==> src/lr_pkg.sv <==
`default_nettype none
package lr_pkg;

    // coordinate width used by the stepping logic; field widths stay fixed
    localparam int COORD_BITS = 6;
    localparam int FIELD_BITS = 6;
    localparam int COLOR_BITS = 8;
    // error term: spans -2*major .. 2*minor plus headroom, signed
    localparam int ERR_BITS   = COORD_BITS + 3;

    typedef logic [COORD_BITS-1:0] t_coord;
    typedef logic signed [ERR_BITS-1:0] t_err;

    typedef struct packed {
        logic [FIELD_BITS-1:0] start_x;
        logic [FIELD_BITS-1:0] start_y;
        logic [FIELD_BITS-1:0] end_x;
        logic [FIELD_BITS-1:0] end_y;
        logic [COLOR_BITS-1:0] red;
        logic [COLOR_BITS-1:0] green;
        logic [COLOR_BITS-1:0] blue;
    } t_in_item;

    typedef struct packed {
        logic [FIELD_BITS-1:0] pixel_x;
        logic [FIELD_BITS-1:0] pixel_y;
        logic [COLOR_BITS-1:0] pixel_red;
        logic [COLOR_BITS-1:0] pixel_green;
        logic [COLOR_BITS-1:0] pixel_blue;
        logic                  last_pixel;
    } t_out_item;

    typedef enum logic [0:0] {
        S_IDLE,
        S_RUN
    } t_state;

    typedef struct packed {
        logic load;   // capture a new command and set up the walk
        logic step;   // advance to the next pixel
    } t_dp_cmd;

    typedef struct packed {
        logic last;   // current pixel is the final one of the line
    } t_dp_stat;

endpackage
`default_nettype wire

==> src/lr_ctrl.sv <==
`default_nettype none
module lr_ctrl (
    input  wire logic             i_clk,
    input  wire logic             i_rst_n,
    input  wire logic             i_in_valid,
    output logic                  o_in_ready,
    output logic                  o_out_valid,
    input  wire logic             i_out_ready,
    input  wire lr_pkg::t_dp_stat i_stat,
    output lr_pkg::t_dp_cmd       o_cmd
);
    import lr_pkg::*;

    t_state r_state;
    t_state n_state;

    always_ff @(posedge i_clk) begin
        if (!i_rst_n) begin
            r_state <= S_IDLE;
        end else begin
            r_state <= n_state;
        end
    end

    always_comb begin
        n_state     = r_state;
        o_in_ready  = 1'b0;
        o_out_valid = 1'b0;
        o_cmd       = '0;
        case (r_state)
            S_IDLE: begin
                // no command beat while reset is held
                o_in_ready = i_rst_n;
                if (i_in_valid) begin
                    o_cmd.load = 1'b1;
                    n_state    = S_RUN;
                end
            end
            S_RUN: begin
                o_out_valid = 1'b1;
                if (i_out_ready) begin
                    if (i_stat.last) begin
                        n_state = S_IDLE;
                    end else begin
                        o_cmd.step = 1'b1;
                    end
                end
            end
            default: begin
                n_state = S_IDLE;
            end
        endcase
    end

endmodule
`default_nettype wire

==> src/lr_datapath.sv <==
`default_nettype none
module lr_datapath (
    input  wire logic             i_clk,
    input  wire lr_pkg::t_dp_cmd  i_cmd,
    input  wire lr_pkg::t_in_item i_item,
    output lr_pkg::t_dp_stat      o_stat,
    output lr_pkg::t_out_item     o_pixel
);
    import lr_pkg::*;

    t_coord x1, y1, x2, y2;
    t_coord adx, ady;
    logic   shallow, swap_ends, dec0;
    t_coord px, py, qx, qy;
    t_coord a0, b0, b_end, major0, minor0;
    t_err   err0;

    t_coord r_a, r_b, r_cnt, r_major, r_minor;
    t_err   r_err;
    logic   r_steep, r_dec;
    logic [COLOR_BITS-1:0] r_red, r_green, r_blue;
    t_err   major2, minor2;

    // setup: order endpoints along the major axis
    always_comb begin
        x1 = i_item.start_x[COORD_BITS-1:0];
        y1 = i_item.start_y[COORD_BITS-1:0];
        x2 = i_item.end_x[COORD_BITS-1:0];
        y2 = i_item.end_y[COORD_BITS-1:0];
        adx = (x2 > x1) ? x2 - x1 : x1 - x2;
        ady = (y2 > y1) ? y2 - y1 : y1 - y2;
        shallow   = ady < adx;
        swap_ends = shallow ? (x1 > x2) : (y1 > y2);
        px = swap_ends ? x2 : x1;
        py = swap_ends ? y2 : y1;
        qx = swap_ends ? x1 : x2;
        qy = swap_ends ? y1 : y2;
        a0     = shallow ? px : py;
        b0     = shallow ? py : px;
        b_end  = shallow ? qy : qx;
        major0 = shallow ? adx : ady;
        minor0 = shallow ? ady : adx;
        dec0   = b_end < b0;
        err0   = (t_err'(minor0) <<< 1) - t_err'(major0);
    end

    assign major2 = t_err'(r_major) <<< 1;
    assign minor2 = t_err'(r_minor) <<< 1;

    always_ff @(posedge i_clk) begin
        if (i_cmd.load) begin
            r_a     <= a0;
            r_b     <= b0;
            r_cnt   <= major0;
            r_major <= major0;
            r_minor <= minor0;
            r_err   <= err0;
            r_steep <= !shallow;
            r_dec   <= dec0;
            r_red   <= i_item.red;
            r_green <= i_item.green;
            r_blue  <= i_item.blue;
        end else if (i_cmd.step) begin
            r_a   <= r_a + t_coord'(1);
            r_cnt <= r_cnt - t_coord'(1);
            if (r_err > 0) begin
                r_b   <= r_dec ? r_b - t_coord'(1) : r_b + t_coord'(1);
                r_err <= r_err - major2 + minor2;
            end else begin
                r_err <= r_err + minor2;
            end
        end
    end

    assign o_stat.last = (r_cnt == '0);

    always_comb begin
        o_pixel.pixel_x     = FIELD_BITS'(r_steep ? r_b : r_a);
        o_pixel.pixel_y     = FIELD_BITS'(r_steep ? r_a : r_b);
        o_pixel.pixel_red   = r_red;
        o_pixel.pixel_green = r_green;
        o_pixel.pixel_blue  = r_blue;
        o_pixel.last_pixel  = o_stat.last;
    end

endmodule
`default_nettype wire

==> src/line_rasterizer_core.sv <==
// First pixel: offered in the cycle after the command beat is taken.
// Pixels: a line of N pixels (N = major axis length + 1, up to 64) is set up
//   when its command beat is taken, then offered one pixel a cycle while the
//   output does not stall, from the datapath's single error-term update loop.
// Reset: synchronous active-low i_rst_n returns the controller to idle; the
//   datapath registers hold payload only and are not reset.
`default_nettype none
module line_rasterizer_core (
    input  wire logic              i_clk,
    input  wire logic              i_rst_n,
    input  wire logic              i_in_valid,
    output logic                   o_in_ready,
    input  wire lr_pkg::t_in_item  i_in_data,
    output logic                   o_out_valid,
    input  wire logic              i_out_ready,
    output lr_pkg::t_out_item      o_out_data
);
    import lr_pkg::*;

    // command/status between controller and datapath
    t_dp_cmd  dp_cmd;
    t_dp_stat dp_stat;

    // controller: idle takes a command beat, run offers pixels until last
    lr_ctrl u_ctrl (
        .i_clk       (i_clk),
        .i_rst_n     (i_rst_n),
        .i_in_valid  (i_in_valid),
        .o_in_ready  (o_in_ready),
        .o_out_valid (o_out_valid),
        .i_out_ready (i_out_ready),
        .i_stat      (dp_stat),
        .o_cmd       (dp_cmd)
    );

    // datapath: endpoint ordering, error term, pixel counter, output fields.
    // The pixel registers double as the output register, so a stalled
    // pixel simply holds until its beat completes.
    lr_datapath u_dp (
        .i_clk   (i_clk),
        .i_cmd   (dp_cmd),
        .i_item  (i_in_data),
        .o_stat  (dp_stat),
        .o_pixel (o_out_data)
    );

    // one line at a time: never take a command while pixels are pending
    a_no_overlap: assert property (@(posedge i_clk) disable iff (!i_rst_n)
        o_out_valid |-> !o_in_ready)
        else $error("command accepted while line in progress");

    // a taken command always yields a pixel on the next cycle
    a_first_pixel: assert property (@(posedge i_clk) disable iff (!i_rst_n)
        (i_in_valid && o_in_ready) |=> o_out_valid)
        else $error("no pixel after command beat");

    // last pixel ends the line
    a_last_ends: assert property (@(posedge i_clk) disable iff (!i_rst_n)
        (o_out_valid && i_out_ready && o_out_data.last_pixel) |=>
        (!o_out_valid && o_in_ready))
        else $error("line did not end after last pixel");

    // non-last pixel beat keeps the line going
    a_continue: assert property (@(posedge i_clk) disable iff (!i_rst_n)
        (o_out_valid && i_out_ready && !o_out_data.last_pixel) |=> o_out_valid)
        else $error("line stopped before last pixel");

endmodule
`default_nettype wire
==> config.mk <==
export PLATFORM = sky130hd
export DESIGN_NAME = line_rasterizer_core
export DESIGN_NICKNAME = d
export VERILOG_FILES = /design/src/lr_pkg.sv /design/src/lr_ctrl.sv /design/src/lr_datapath.sv /design/src/line_rasterizer_core.sv
export SDC_FILE = /design/constraint.sdc
export NUM_CORES = 1
export LEC_CHECK = 0
export ABC_CLOCK_PERIOD_IN_PS = 7750
export BUFFER_PORTS_ARGS = -buffer_cell sky130_fd_sc_hd__buf_4
export CAP_MARGIN = 20
export CELL_PAD_IN_SITES_DETAIL_PLACEMENT = 1
export CELL_PAD_IN_SITES_GLOBAL_PLACEMENT = 1
export CORE_MARGIN = 3
export CORE_UTILIZATION = 40
export CTS_BUF_LIST = sky130_fd_sc_hd__clkbuf_16
export DETAILED_ROUTE_END_ITERATION = 8
export GPL_TIMING_DRIVEN = 0
export PLACE_DENSITY = 0.81
export SLEW_MARGIN = 15
export SYNTH_ARGS = -nofsm -noshare
export SYNTH_HDL_FRONTEND = slang
export SYNTH_SLANG_ARGS = --single-unit
==> constraint.sdc <==
create_clock -name i_clk -period 7.75 [get_ports i_clk]
set_input_delay 1.55 -clock i_clk [delete_from_list [all_inputs] [get_ports i_clk]]
set_output_delay 1.55 -clock i_clk [all_outputs]
set_load 0.02 [all_outputs]
**Yosys cells after proc, flatten, opt, wreduce, memory -nomap -nowiden**

Cells that the tools add are included.

- Bitwise operators: 1
- Add/sub/neg operators: 12
- Reduce and logical (&&, ||, !) cells: 5
- Order comparisons: 7
- Mux-type cells: 34

Operators with widths:

| cell | count |
|---|---|
| $mux 6 | 21 |
| $mux 9 | 3 |
| $gt 6x6->1 | 4 |
| $sub 6x6->6 | 4 |
| $add 9x8->9 | 2 |
| $add 6x1->6 const B | 2 |
| $lt 6x6->1 | 2 |
| $sub 6x1->6 const B | 2 |
| $gt 9x1->1 const B | 1 |
| $mux 1 | 9 |
| $sub 9x8->9 | 1 |
| $sub 7x6->8 | 1 |
| $logic_not 6->1 | 1 |
| $reduce_bool 2->1 | 2 |
| $pmux 1 s2 | 1 |
| $reduce_and 2->1 | 1 |
| $logic_not 1->1 | 1 |
| $not 1->1 | 1 |

- Bits in registers: 66
- Output and inout bits: 39
- Input bits: 52
- Word-level logic and storage cells: 71

**Longest topological paths before layout**

Gate-level depths: netlist (run 1).

- Word-level depth: 7
- Gate-level depth with buffers: 28
- Depth with buffers taken out: 25

**By module**

A second synthesis (run 1) with hierarchy kept.

- Cells, all modules: 637
- Area, all modules: 6002.0 um^2

Modules (own cells, without submodules):

| module | sequential area each (um^2) | times used | cells each | area each (um^2) |
|---|---|---|---|---|
| lr_datapath | 1951.9 | 1 | 630 | 5945.7 |
| lr_ctrl | 20.0 | 1 | 7 | 56.3 |

**Worst setup path before layout (run 1)**

No wires, ideal clock.

- Kind: in2reg
- Start: in i_in_data[30] (netlist name)
- End: reg u_dp.r_err[6], data pin
- Library setup time: 278 ps
- Path slack: 763 ps
- Required time: 7472 ps
- Arrival time: 6709 ps
- Path buffers: 3
- Cell stages on the path: 25
- Cell sequence: inv_1 -> ha_1 -> inv_1 -> fa_1 -> a211oi_2 -> o31ai_4 -> o21ai_2 -> mux2i_4 -> a31oi_1 -> xnor2_1 -> inv_1 -> ha_1 -> o211a_1 -> a221o_1 -> buf_2 -> inv_2 -> clkbuf_1 -> buf_1 -> mux2i_1 -> ha_1 -> a21oi_1 -> o31ai_1 -> a221oi_2 -> mux2i_1 -> a311oi_2

- Longest elaborated chain between the ends: 6
- Elaborated cells between the ends (all ways): 9
- Classes of those cells: add/sub: 3; order compare: 2; mux: 4

RTL lines:

| element | line | source |
|---|---|---|
| start, declared | line_rasterizer_core.sv:13 | `input wire lr_pkg::t_in_item i_in_data,` |
| $sub 6x6->6 / $gt 6x6->1 (equally long branches) | lr_datapath.sv:30 | `adx = (x2 > x1) ? x2 - x1 : x1 - x2;` |
| $mux 6 * | lr_datapath.sv:30 |  |
| $lt 6x6->1 | lr_datapath.sv:32 | `shallow = ady < adx;` |
| $mux 6 * | lr_datapath.sv:42 | `minor0 = shallow ? ady : adx;` |
| net u_dp.minor0[1] | lr_datapath.sv:15 | `t_coord a0, b0, b_end, major0, minor0;` |
| $sub 7x6->8 * | lr_datapath.sv:44 | `err0 = (t_err'(minor0) <<< 1) - t_err'(major0);` |
| $mux 9 * | lr_datapath.sv:51 | `if (i_cmd.load) begin` |
| end signal, assigned | lr_datapath.sv:57 | `r_err <= err0;` |
| end signal, assigned | lr_datapath.sv:68 | `r_err <= r_err - major2 + minor2;` |
| end signal, assigned | lr_datapath.sv:70 | `r_err <= r_err + minor2;` |
| end, declared | lr_datapath.sv:19 | `t_err r_err;` |

The timed path passes the listed nets; every way through them passes the cells marked *.
A chain may end at the register's enable or synchronous reset.

**Final worst setup path (run 1)**

Same ends and word-level chain as after synthesis.

==> results by group, run 1 <==
Status
  – Outcome: completed

Yosys
  – Sequential area share after synthesis: 34.3%
  – Main flop type after synthesis: edfxtp_1
  – Mapped cell area: 5750 um2
  – #FFs+latches synth: 66
  – Post-synthesis instance total: 613
  – Syn. warnings: 0
  – EDFF count, synth: 65
  – Count of different cell masters after synthesis: 66
  – Mapped Nets: 735
  – Ys async rst share: 0%
  – Post-Syn Area per Cell: 9.37 um2

STA
  – RSZ-0062 raised after global routing: no
  – Clock skew: 0.00821 ns
  – Fmax: 137 MHz
  – Slew at the pin with the worst max-slew slack: 0.695 ns
  – Fin Setup TNS: 0 ns
  – WHS: 0.545 ns
  – Setup violators final: 0
  – Tmin final: 7.30 ns
  – Final Hold Fails: 0
  – Period utilization: 94.2%
  – Final Max Slew Viols: 0
  – Relative slew slack: 53.7%
  – Worst Slack Setup Final: 0.450 ns

Detailed routing
  – Routed Antenna Nets: 0
  – Via Count: 4891
  – Wire per inst: 18.6 um
  – Final WL: 16.7 mm
  – Post-DR vias/cell: 5.43
  – Remaining DRCs: 0
  – Starting DRT DRC Count: 227
  – Detailed Routing Iterations Pass 1: 4

Global route
  – First-pass GRT wire length: 27.3 mm
  – Largest net degree at the start of global routing: 34
  – Overall routing resource usage: 21.3%
  – GRT overflow: 0
  – Vias in the first global route: 5282
  – Initial antenna violation count: 0

Clock tree
  – Clock slew at reported path FFs: 0.06 ns
  – Hold_buf cts: 0
  – Clk root buf: clkbuf_16
  – H-tree depth: 3
  – Max clock buf depth: 2
  – CTS tree: built
  – Num CTS Buffers: 9
  – Clk_lat worst skew: 0.34 ns
  – CTS Sinks: 66
  – Postcts setup bufs: 0

Finish
  – Post-Layout Cell Count: 900
  – Synth-to-layout area growth: 21.7%
  – Ant. Diodes: 0
  – Share of cells above drive strength 1: 22.2%
  – Core Util, Final: 50.0%
  – NumNets Final: 837
  – Final Cell Area: 6990 um2

Critical path
  – Capture point of the worst reg-to-reg path: u_dp.r_err[8]
  – Crit path to: u_dp.r_err[6]
  – Crit. End Element: register
  – Crit path launch: i_in_data[30]
  – Crit start category: primary input
  – CP max FO: 18
  – R2R Path Start: u_dp.r_err[2]
  – R2r worst-path depth: 14
  – Critical path class: in2reg
  – Worst endpoint data arrival time: 7.36 ns
  – Worst EP required: 7.81 ns
  – R2r setup slk: 4.50 ns

Placed design
  – Inst Count DP: 885
  – Post-DP HPWL: 13.4 mm
  – Placed Instance Area: 6690 um2
  – Post-Place Worst Slack: -0.540 ns
  – IO Port Bufs: 90
  – GPL Wtd Cong: 0.922

Power
  – Pint: 1.53 mW
  – Clock network power share: 14.8%
  – Sequential share of power: 21.6%
  – Peak supply drop: 164 uV
  – Leak: 3.19 nW
  – Total Power: 2.82 mW
  – Combinational fraction of design power: 63.5%
  – NetSw: 1.30 mW
  – Switching Fraction: 46.0%
  – PD cells: 404 nW/um2

Hold path
  – Worst Hold Class: reg2reg
  – WHS Path Cells: 1

Die
  – Die area: 15800 um2
  – Num rows: 43
  – # IOs: 91
  – Starting Density: 41.1%
  – Core area: 14000 um2
  – Die Y: 126 um
  – Chip width: 126 um

Flow run
  – Max-cap violation count: 0
## critical path, stage by stage
cell and delay [ns]:
buf_4 0.14, inv_1 0.05, ha_1 0.14, inv_1 0.05
fa_1 0.41, a211oi_2 0.35, o31ai_4 0.12, o21ai_2 0.17
mux2i_4 0.38, a31oi_1 0.14, xnor2_1 0.29, inv_1 0.11
ha_1 0.31, o211a_1 0.11, a221o_1 0.38, buf_2 0.25
inv_2 0.31, buf_2 0.32, mux2i_1 0.29, ha_1 0.32
a21oi_2 0.36, o31ai_1 0.16, a221oi_2 0.30, mux2i_1 0.25
a311oi_2 0.06
## cells in the mapped netlist, drive strengths merged (7+ instances only)
library cell / count / area share [%]
a211oi: 14 / 2.1
a21o: 16 / 2.1
a21oi: 67 / 5.8
buf: 7 / 0.74
clkbuf: 12 / 0.78
edfxtp: 65 / 34
fa: 14 / 4.9
ha: 56 / 12
inv: 85 / 5.6
mux2: 14 / 2.7
mux2i: 15 / 3.3
nand2: 56 / 3.8
nor2: 50 / 3.3
nor2b: 8 / 0.87
o21ai: 37 / 3.4
xnor2: 17 / 2.6
xor2: 13 / 2.4
## registers in the layout, summed over array words and instances (netlist names)
signal	flops
u_dp.r_major	6
u_dp.r_steep	1
u_dp.r_blue	8
u_dp.r_minor	6
u_dp.r_red	8
u_dp.r_cnt	6
u_dp.r_green	8
u_dp.r_err	9
u_ctrl.r_state	1
u_dp.r_a	6
u_dp.r_dec	1
u_dp.r_b	6
## area by class of cell
class | instances | area (um2)
fillers | 1630 | 7000
flip-flops and latches | 66 | 1970
plain buffers | 18 | 87.6
clock buffers | 9 | 225
multi-input cells | 443 | 3370
well taps | 180 | 225
inverters | 85 | 319
repair buffers | 92 | 711
clock inverters | 7 | 77.6
## logic make-up after synthesis
kind of cell	count (synthesis)	share of synthesized area, %
buf+inv	104	7.08
fa+ha+maj	70	17.1
xor+xnor	30	5.03
compound gates	173	19.4
mux	29	6.08
flops	66	34.3
simple gates	141	11.0
## routing by layer
metal | up-vias | global-route usage [%] | wire length (um)
met5 | - | 0 | 0
met4 | 0 | 6.75 | 356
met3 | 24 | 4.03 | 794
met2 | 130 | 37.4 | 8360
met1 | 2389 | 26.6 | 7200
li1 | 2348 | - | -
## worst min path at each step
stage,from,end,slack [ns]
final,u_ctrl.r_state,u_ctrl.r_state,0.54
after global routing,u_ctrl.r_state,u_ctrl.r_state,0.61
after CTS,u_ctrl.r_state,u_ctrl.r_state,0.56
after detailed placement,u_ctrl.r_state,u_ctrl.r_state,0.55
after global placement,u_ctrl.r_state,u_ctrl.r_state,0.50
after floorplan,u_ctrl.r_state,u_ctrl.r_state,0.56
## timing repair
action,4_1_cts,5_1_grt
gates resized for setup,2,3
setup endpoints to repair,2,4
pin swaps,0,0
## power groups by stage
stage          Clock [mW]  Combinational (mW)  Sequential (mW)
2_1_floorplan           0                1.29            0.596
3_3_place_gp            0                1.66            0.609
3_5_place_dp            0                1.76            0.615
4_1_cts             0.426                1.79            0.609
5_1_grt             0.439                2.01            0.620
6_report            0.419                1.79            0.610
## cells in the final DEF, fill, tap and decap left out, types with 14 or more instances in the layout
cell / n
a21o_1: 16
a21oi_1: 66
buf_4: 91
edfxtp_1: 65
fa_1: 14
ha_1: 56
inv_1: 82
mux2_2: 14
nand2_1: 53
nor2_1: 50
o21ai_0: 32
xnor2_1: 17
Note: power is estimated with default switching activity, not from simulation.
==> inputs of run 2 (changes only) <==
Settings changed: ABC_CLOCK_PERIOD_IN_PS 7750 to 7470.
Clock period 7.75 ns to 7.47 ns, I/O delays scaled along.
==> run 2 against run 1 <==
  * Sequential share of layout area down 0.060 points
  * Die area stayed put
  * Utilization up 0.11 points
  * Global-route usage up 0.063 points
  * Sequential power up 3.8%
  * Flip-flop and latch count unchanged
  * Via count shrank 0.25%
  * Worst hold slack gained 0.0032 ns
  * Critical path type unchanged
  * Largest cell class unchanged
==> results by group, run 2 (synthesis gave the netlist of run 1 again) <==
Status
  – Outcome: completed

Hold path
  – Worst hold path endpoint: u_ctrl.r_state
  – WHS Path Cells: 1
  – Min-delay src: u_ctrl.r_state
  – Worst Hold Class: reg2reg

Die
  – Core area: 14000 um2
  – Chip width: 126 um
  – # IOs: 91
  – Die Y: 126 um
  – Starting Density: 41.1%
  – Num rows: 43
  – Die area: 15800 um2

Detailed routing
  – Routed Antenna Nets: 0
  – Post-DR vias/cell: 5.42
  – Detailed Routing Iterations Pass 1: 4
  – Via Count: 4879
  – Starting DRT DRC Count: 200
  – Wire per inst: 18.5 um
  – Final WL: 16.7 mm
  – Remaining DRCs: 0

Critical path
  – Critical-path top delay cell: o32ai_1
  – Crit. End Element: register
  – Worst endpoint data arrival time: 7.34 ns
  – R2r worst-path depth: 14
  – Capture point of the worst reg-to-reg path: u_dp.r_err[8]
  – Critical path class: in2reg
  – CP max FO: 10
  – Crit start category: primary input
  – Largest stage delay, worst path: 0.54 ns
  – R2r setup slk: 4.22 ns
  – Worst EP required: 7.69 ns
  – R2R Path Start: u_dp.r_err[2]

Clock tree
  – Postcts setup bufs: 0
  – Max clock buf depth: 2
  – Clk_lat worst skew: 0.34 ns
  – Num CTS Buffers: 9
  – CTS Sinks: 66
  – Clock slew at reported path FFs: 0.06 ns
  – CTS tree: built
  – Clk root buf: clkbuf_16
  – H-tree depth: 3

Global route
  – Largest net degree at the start of global routing: 34
  – Initial antenna violation count: 0
  – GRT overflow: 0
  – Overall routing resource usage: 21.4%
  – First-pass GRT wire length: 27.3 mm
  – Vias in the first global route: 5295

Finish
  – Synth-to-layout area growth: 22.0%
  – NumNets Final: 837
  – # fillers: 1628
  – Max reg flops: 9
  – Most flops, register: u_dp.r_err
  – Ant. Diodes: 0
  – Commonest non-fill, non-tap cells in the layout: buf_4, inv_1, a21oi_1, edfxtp_1, ha_1
  – Leading cell type in the layout, fill and taps excluded: buf_4
  – Share of cells above drive strength 1: 22.4%

Power
  – Peak supply drop: 168 uV
  – PD cells: 420 nW/um2
  – Leak: 3.19 nW
  – Total Power: 2.94 mW

STA
  – Tmin final: 7.12 ns
  – Setup violators final: 0
  – Clock skew: 0.00820 ns
  – Fin Setup TNS: 0 ns
  – RSZ-0062 raised after global routing: no
  – WHS: 0.548 ns
  – Fmax: 140 MHz
  – Final Hold Fails: 0
  – Slew at the pin with the worst max-slew slack: 0.714 ns
  – Period utilization: 95.3%
  – Final Max Slew Viols: 0
  – Relative slew slack: 52.4%

Placed design
  – IO Port Bufs: 90
  – GPL Wtd Cong: 0.922
  – Post-DP HPWL: 13.4 mm

Flow run
  – Max-cap violation count: 0
## run 2: stage by stage
step,cells,instance area [um2],util [%],setup slack (ns)
after floorplan,613,5750,-,0.539
after CTS,901,6990,50.0,0.0623
final,900,7010,50.1,0.352
after global routing,900,7010,50.1,0.00748
after detailed placement,885,6690,47.8,-0.764
after global placement,883,6650,47.5,-0.592
## run 2: timing repair
item	CTS	global route
gates resized for setup	3	10
hold buffers	0	0
endpoints found under the setup margin	5	7
## run 2: layer usage
layer | GRT usage [%] | routed length (um) | vias to the layer above
met5 | 0 | 0 | -
met4 | 6.37 | 309 | 0
met3 | 3.94 | 697 | 21
met2 | 37.8 | 8400 | 119
met1 | 26.6 | 7280 | 2392
li1 | - | - | 2347
## run 2: worst max-delay path, delay by kind of cell
family,cells,cell delay (ns)
AO/OA/AOI/OAI,13,2.72
XOR/XNOR,1,0.28
adder cells (fa/ha/maj),4,1.13
buffers and inverters,7,1.31
multiplexers,1,0.38
## run 2: how the worst max path moves through the flow
stage / end / from / slack, ns
CTS: u_dp.r_err[6] / i_in_data[30] / 0.06
finish: u_dp.r_dec / i_in_data[30] / 0.35
floorplan: u_dp.r_err[6] / i_in_data[30] / 0.54
detailed placement: u_dp.r_err[6] / i_in_data[36] / -0.76
global route: u_dp.r_dec / i_in_data[30] / 0.007
global placement: u_dp.r_err[6] / i_in_data[36] / -0.59
## run 2: where the power goes
group	internal (mW)	leakage, nW	total [mW]	switching, mW
logic	0.776	2.41	1.87	1.10
registers	0.553	0.630	0.633	0.0794
clock network	0.261	0.146	0.434	0.173
total	1.59	3.19	2.94	1.35
## run 2: cell type report
cell class	count	area, um2	share of cell area (%)
Tap cell	180	225	3.21
Multi-Input combinational cell	443	3380	48.3
Clock inverter	7	77.6	1.11
Buffer	18	93.8	1.34
Inverter	85	320	4.57
Timing Repair Buffer	92	711	10.1
Sequential cell	66	1970	28.1
Clock buffer	9	225	3.21
==> inputs of run 3 (changes only) <==
Settings changed: CAP_MARGIN 20 to not set, CORE_MARGIN 3 to not set.
==> run 3 against run 2 <==
  * Utilization up 0.10 points
  * Count of clock-buffer cells in the layout unchanged
  * Die area down 6.3%
  * Via count up 0.25%
  * Worst setup slack worse by 0.061 ns
  * Final area down 0.18%
  * Critical path type unchanged
  * Critical endpoint is now u_dp.r_err[6]
  * Largest cell class unchanged
  * Highest routed layer unchanged
==> results by group, run 3 (synthesis gave the netlist of run 1 again) <==
Die
  – Die area: 14800 um2
  – Die Y: 122 um
  – Num rows: 43
  – # IOs: 91
  – Starting Density: 41.2%
  – Chip width: 122 um
  – Core area: 13900 um2

Power
  – Leak: 3.19 nW
  – Pint: 1.56 mW
  – Sequential share of power: 21.7%
  – NetSw: 1.35 mW
  – Clock network power share: 13.1%
  – PD cells: 416 nW/um2
  – Combinational fraction of design power: 65.2%
  – Switching Fraction: 46.5%
  – Peak supply drop: 128 uV

STA
  – Tmin final: 7.18 ns
  – Final Hold Fails: 0
  – Clock skew: 0.00793 ns
  – Fmax: 139 MHz
  – RSZ-0062 raised after global routing: yes
  – Final Max Slew Viols: 0
  – Setup violators final: 0
  – Slew at the pin with the worst max-slew slack: 0.720 ns
  – Period utilization: 96.1%
  – Relative slew slack: 50.6%

Critical path
  – Worst EP required: 7.52 ns
  – Worst Path Buf+Inv: 7
  – Crit. End Element: register
  – Crit start category: primary input
  – Critical-path top delay cell: fa_1
  – Largest stage delay, worst path: 0.46 ns
  – Delay-heaviest family, CP: compound AO/OA/AOI/OAI gates
  – CP max FO: 18
  – Critical path class: in2reg
  – Worst endpoint data arrival time: 7.23 ns

Placed design
  – Post-DP HPWL: 13.0 mm
  – IO Port Bufs: 90
  – Inst Count DP: 885
  – Placed Instance Area: 6690 um2
  – GPL Wtd Cong: 0.906

Clock tree
  – Max clock buf depth: 2
  – CTS Sinks: 66
  – Clk root buf: clkbuf_16
  – Num CTS Buffers: 9
  – Clk_lat worst skew: 0.34 ns
  – H-tree depth: 3
  – Postcts setup bufs: 0
  – Clock slew at reported path FFs: 0.06 ns
  – CTS tree: built

Finish
  – Synth-to-layout area growth: 21.7%
  – Core Util, Final: 50.2%
  – Area of the multi-input gates: 3390 um2
  – Max reg flops: 9
  – Most flops, register: u_dp.r_err
  – Share of cells above drive strength 1: 22.5%
  – Register area: 1970 um2
  – # fillers: 1620
  – Post-Layout Cell Count: 900
  – Final Cell Area: 6990 um2
  – Leading cell type in the layout, fill and taps excluded: buf_4
  – Commonest non-fill, non-tap cells in the layout: buf_4, inv_1, a21oi_1, edfxtp_1, ha_1
  – Ant. Diodes: 0
  – NumNets Final: 837

Global route
  – Overall routing resource usage: 22.9%
  – Largest net degree at the start of global routing: 28
  – GRT overflow: 0
  – First-pass GRT wire length: 26.2 mm
  – Initial antenna violation count: 0
  – Vias in the first global route: 5228

Detailed routing
  – Wire per inst: 18.1 um
  – Final WL: 16.2 mm
  – Routed Antenna Nets: 0
  – Via Count: 4891
  – Detailed Routing Iterations Pass 1: 4
  – Post-DR vias/cell: 5.43
  – Starting DRT DRC Count: 260
  – Remaining DRCs: 0

Hold path
  – Worst Hold Class: reg2reg

Status
  – Outcome: completed

Flow run
  – Max-cap violation count: 0
[run 3: changes by cell type in the layout (fill, tap and decap cells not counted), sizes merged]
cell    previous run  this run
clkinv             4         6
buf               99        98
bufinv             1         0
clkbuf            20        21
inv               86        85
[run 3: cell type report]
type	instances	area share, %
Buffer	18	1.32
Clock buffer	9	3.22
Clock inverter	7	0.680
Inverter	85	4.58
Multi-Input combinational cell	443	48.5
Sequential cell	66	28.2
Tap cell	180	3.22
Timing Repair Buffer	92	10.3
[run 3: final timing paths]
path	start	to	slack, ns	depth (start not counted)
hold / removal	u_ctrl.r_state	u_ctrl.r_state	0.56	1
setup reg to reg	u_dp.r_err[2]	u_dp.r_err[8]	4.01	14
hold reg to reg	u_ctrl.r_state	u_ctrl.r_state	0.56	1
setup / recovery	i_in_data[30]	u_dp.r_err[6]	0.29	25
[run 3: per-layer routing]
| layer | vias to the layer above | GRT usage [%] | routed length, um |
|---|---|---|---|
| li1 | 2345 | - | - |
| met1 | 2358 | 27.8 | 6830 |
| met2 | 149 | 39.9 | 7990 |
| met3 | 39 | 3.37 | 898 |
| met4 | 0 | 10.3 | 528 |
| met5 | - | 0 | 0 |
[run 3: per-stage QoR]
| stage | setup TNS (ns) | hold WS (ns) | worst slack (ns) | total power [mW] |
|---|---|---|---|---|
| after floorplan | 0 | 0.560 | 0.539 | 1.96 |
| after global placement | -2.34 | 0.497 | -0.686 | 2.35 |
| after detailed placement | -3.23 | 0.537 | -0.832 | 2.48 |
| after CTS | 0 | 0.569 | 0.0687 | 2.90 |
| after global routing | -0.0897 | 0.602 | -0.0593 | 3.14 |
| final | 0 | 0.563 | 0.290 | 2.91 |
[run 3: power by group through the flow]
stage,clock [mW],sequential [mW],combinational (mW)
2_1_floorplan,0,0.618,1.34
6_report,0.382,0.632,1.90
5_1_grt,0.400,0.642,2.10
4_1_cts,0.388,0.631,1.88
3_5_place_dp,0,0.637,1.84
3_3_place_gp,0,0.631,1.71
[run 3: repair_timing]
| action | CTS | global route |
|---|---|---|
| gates resized for setup | 2 | 12 |
| endpoints found under the setup margin | 5 | 5 |
| gates cloned | 0 | 0 |
| hold buffers | 0 | 0 |
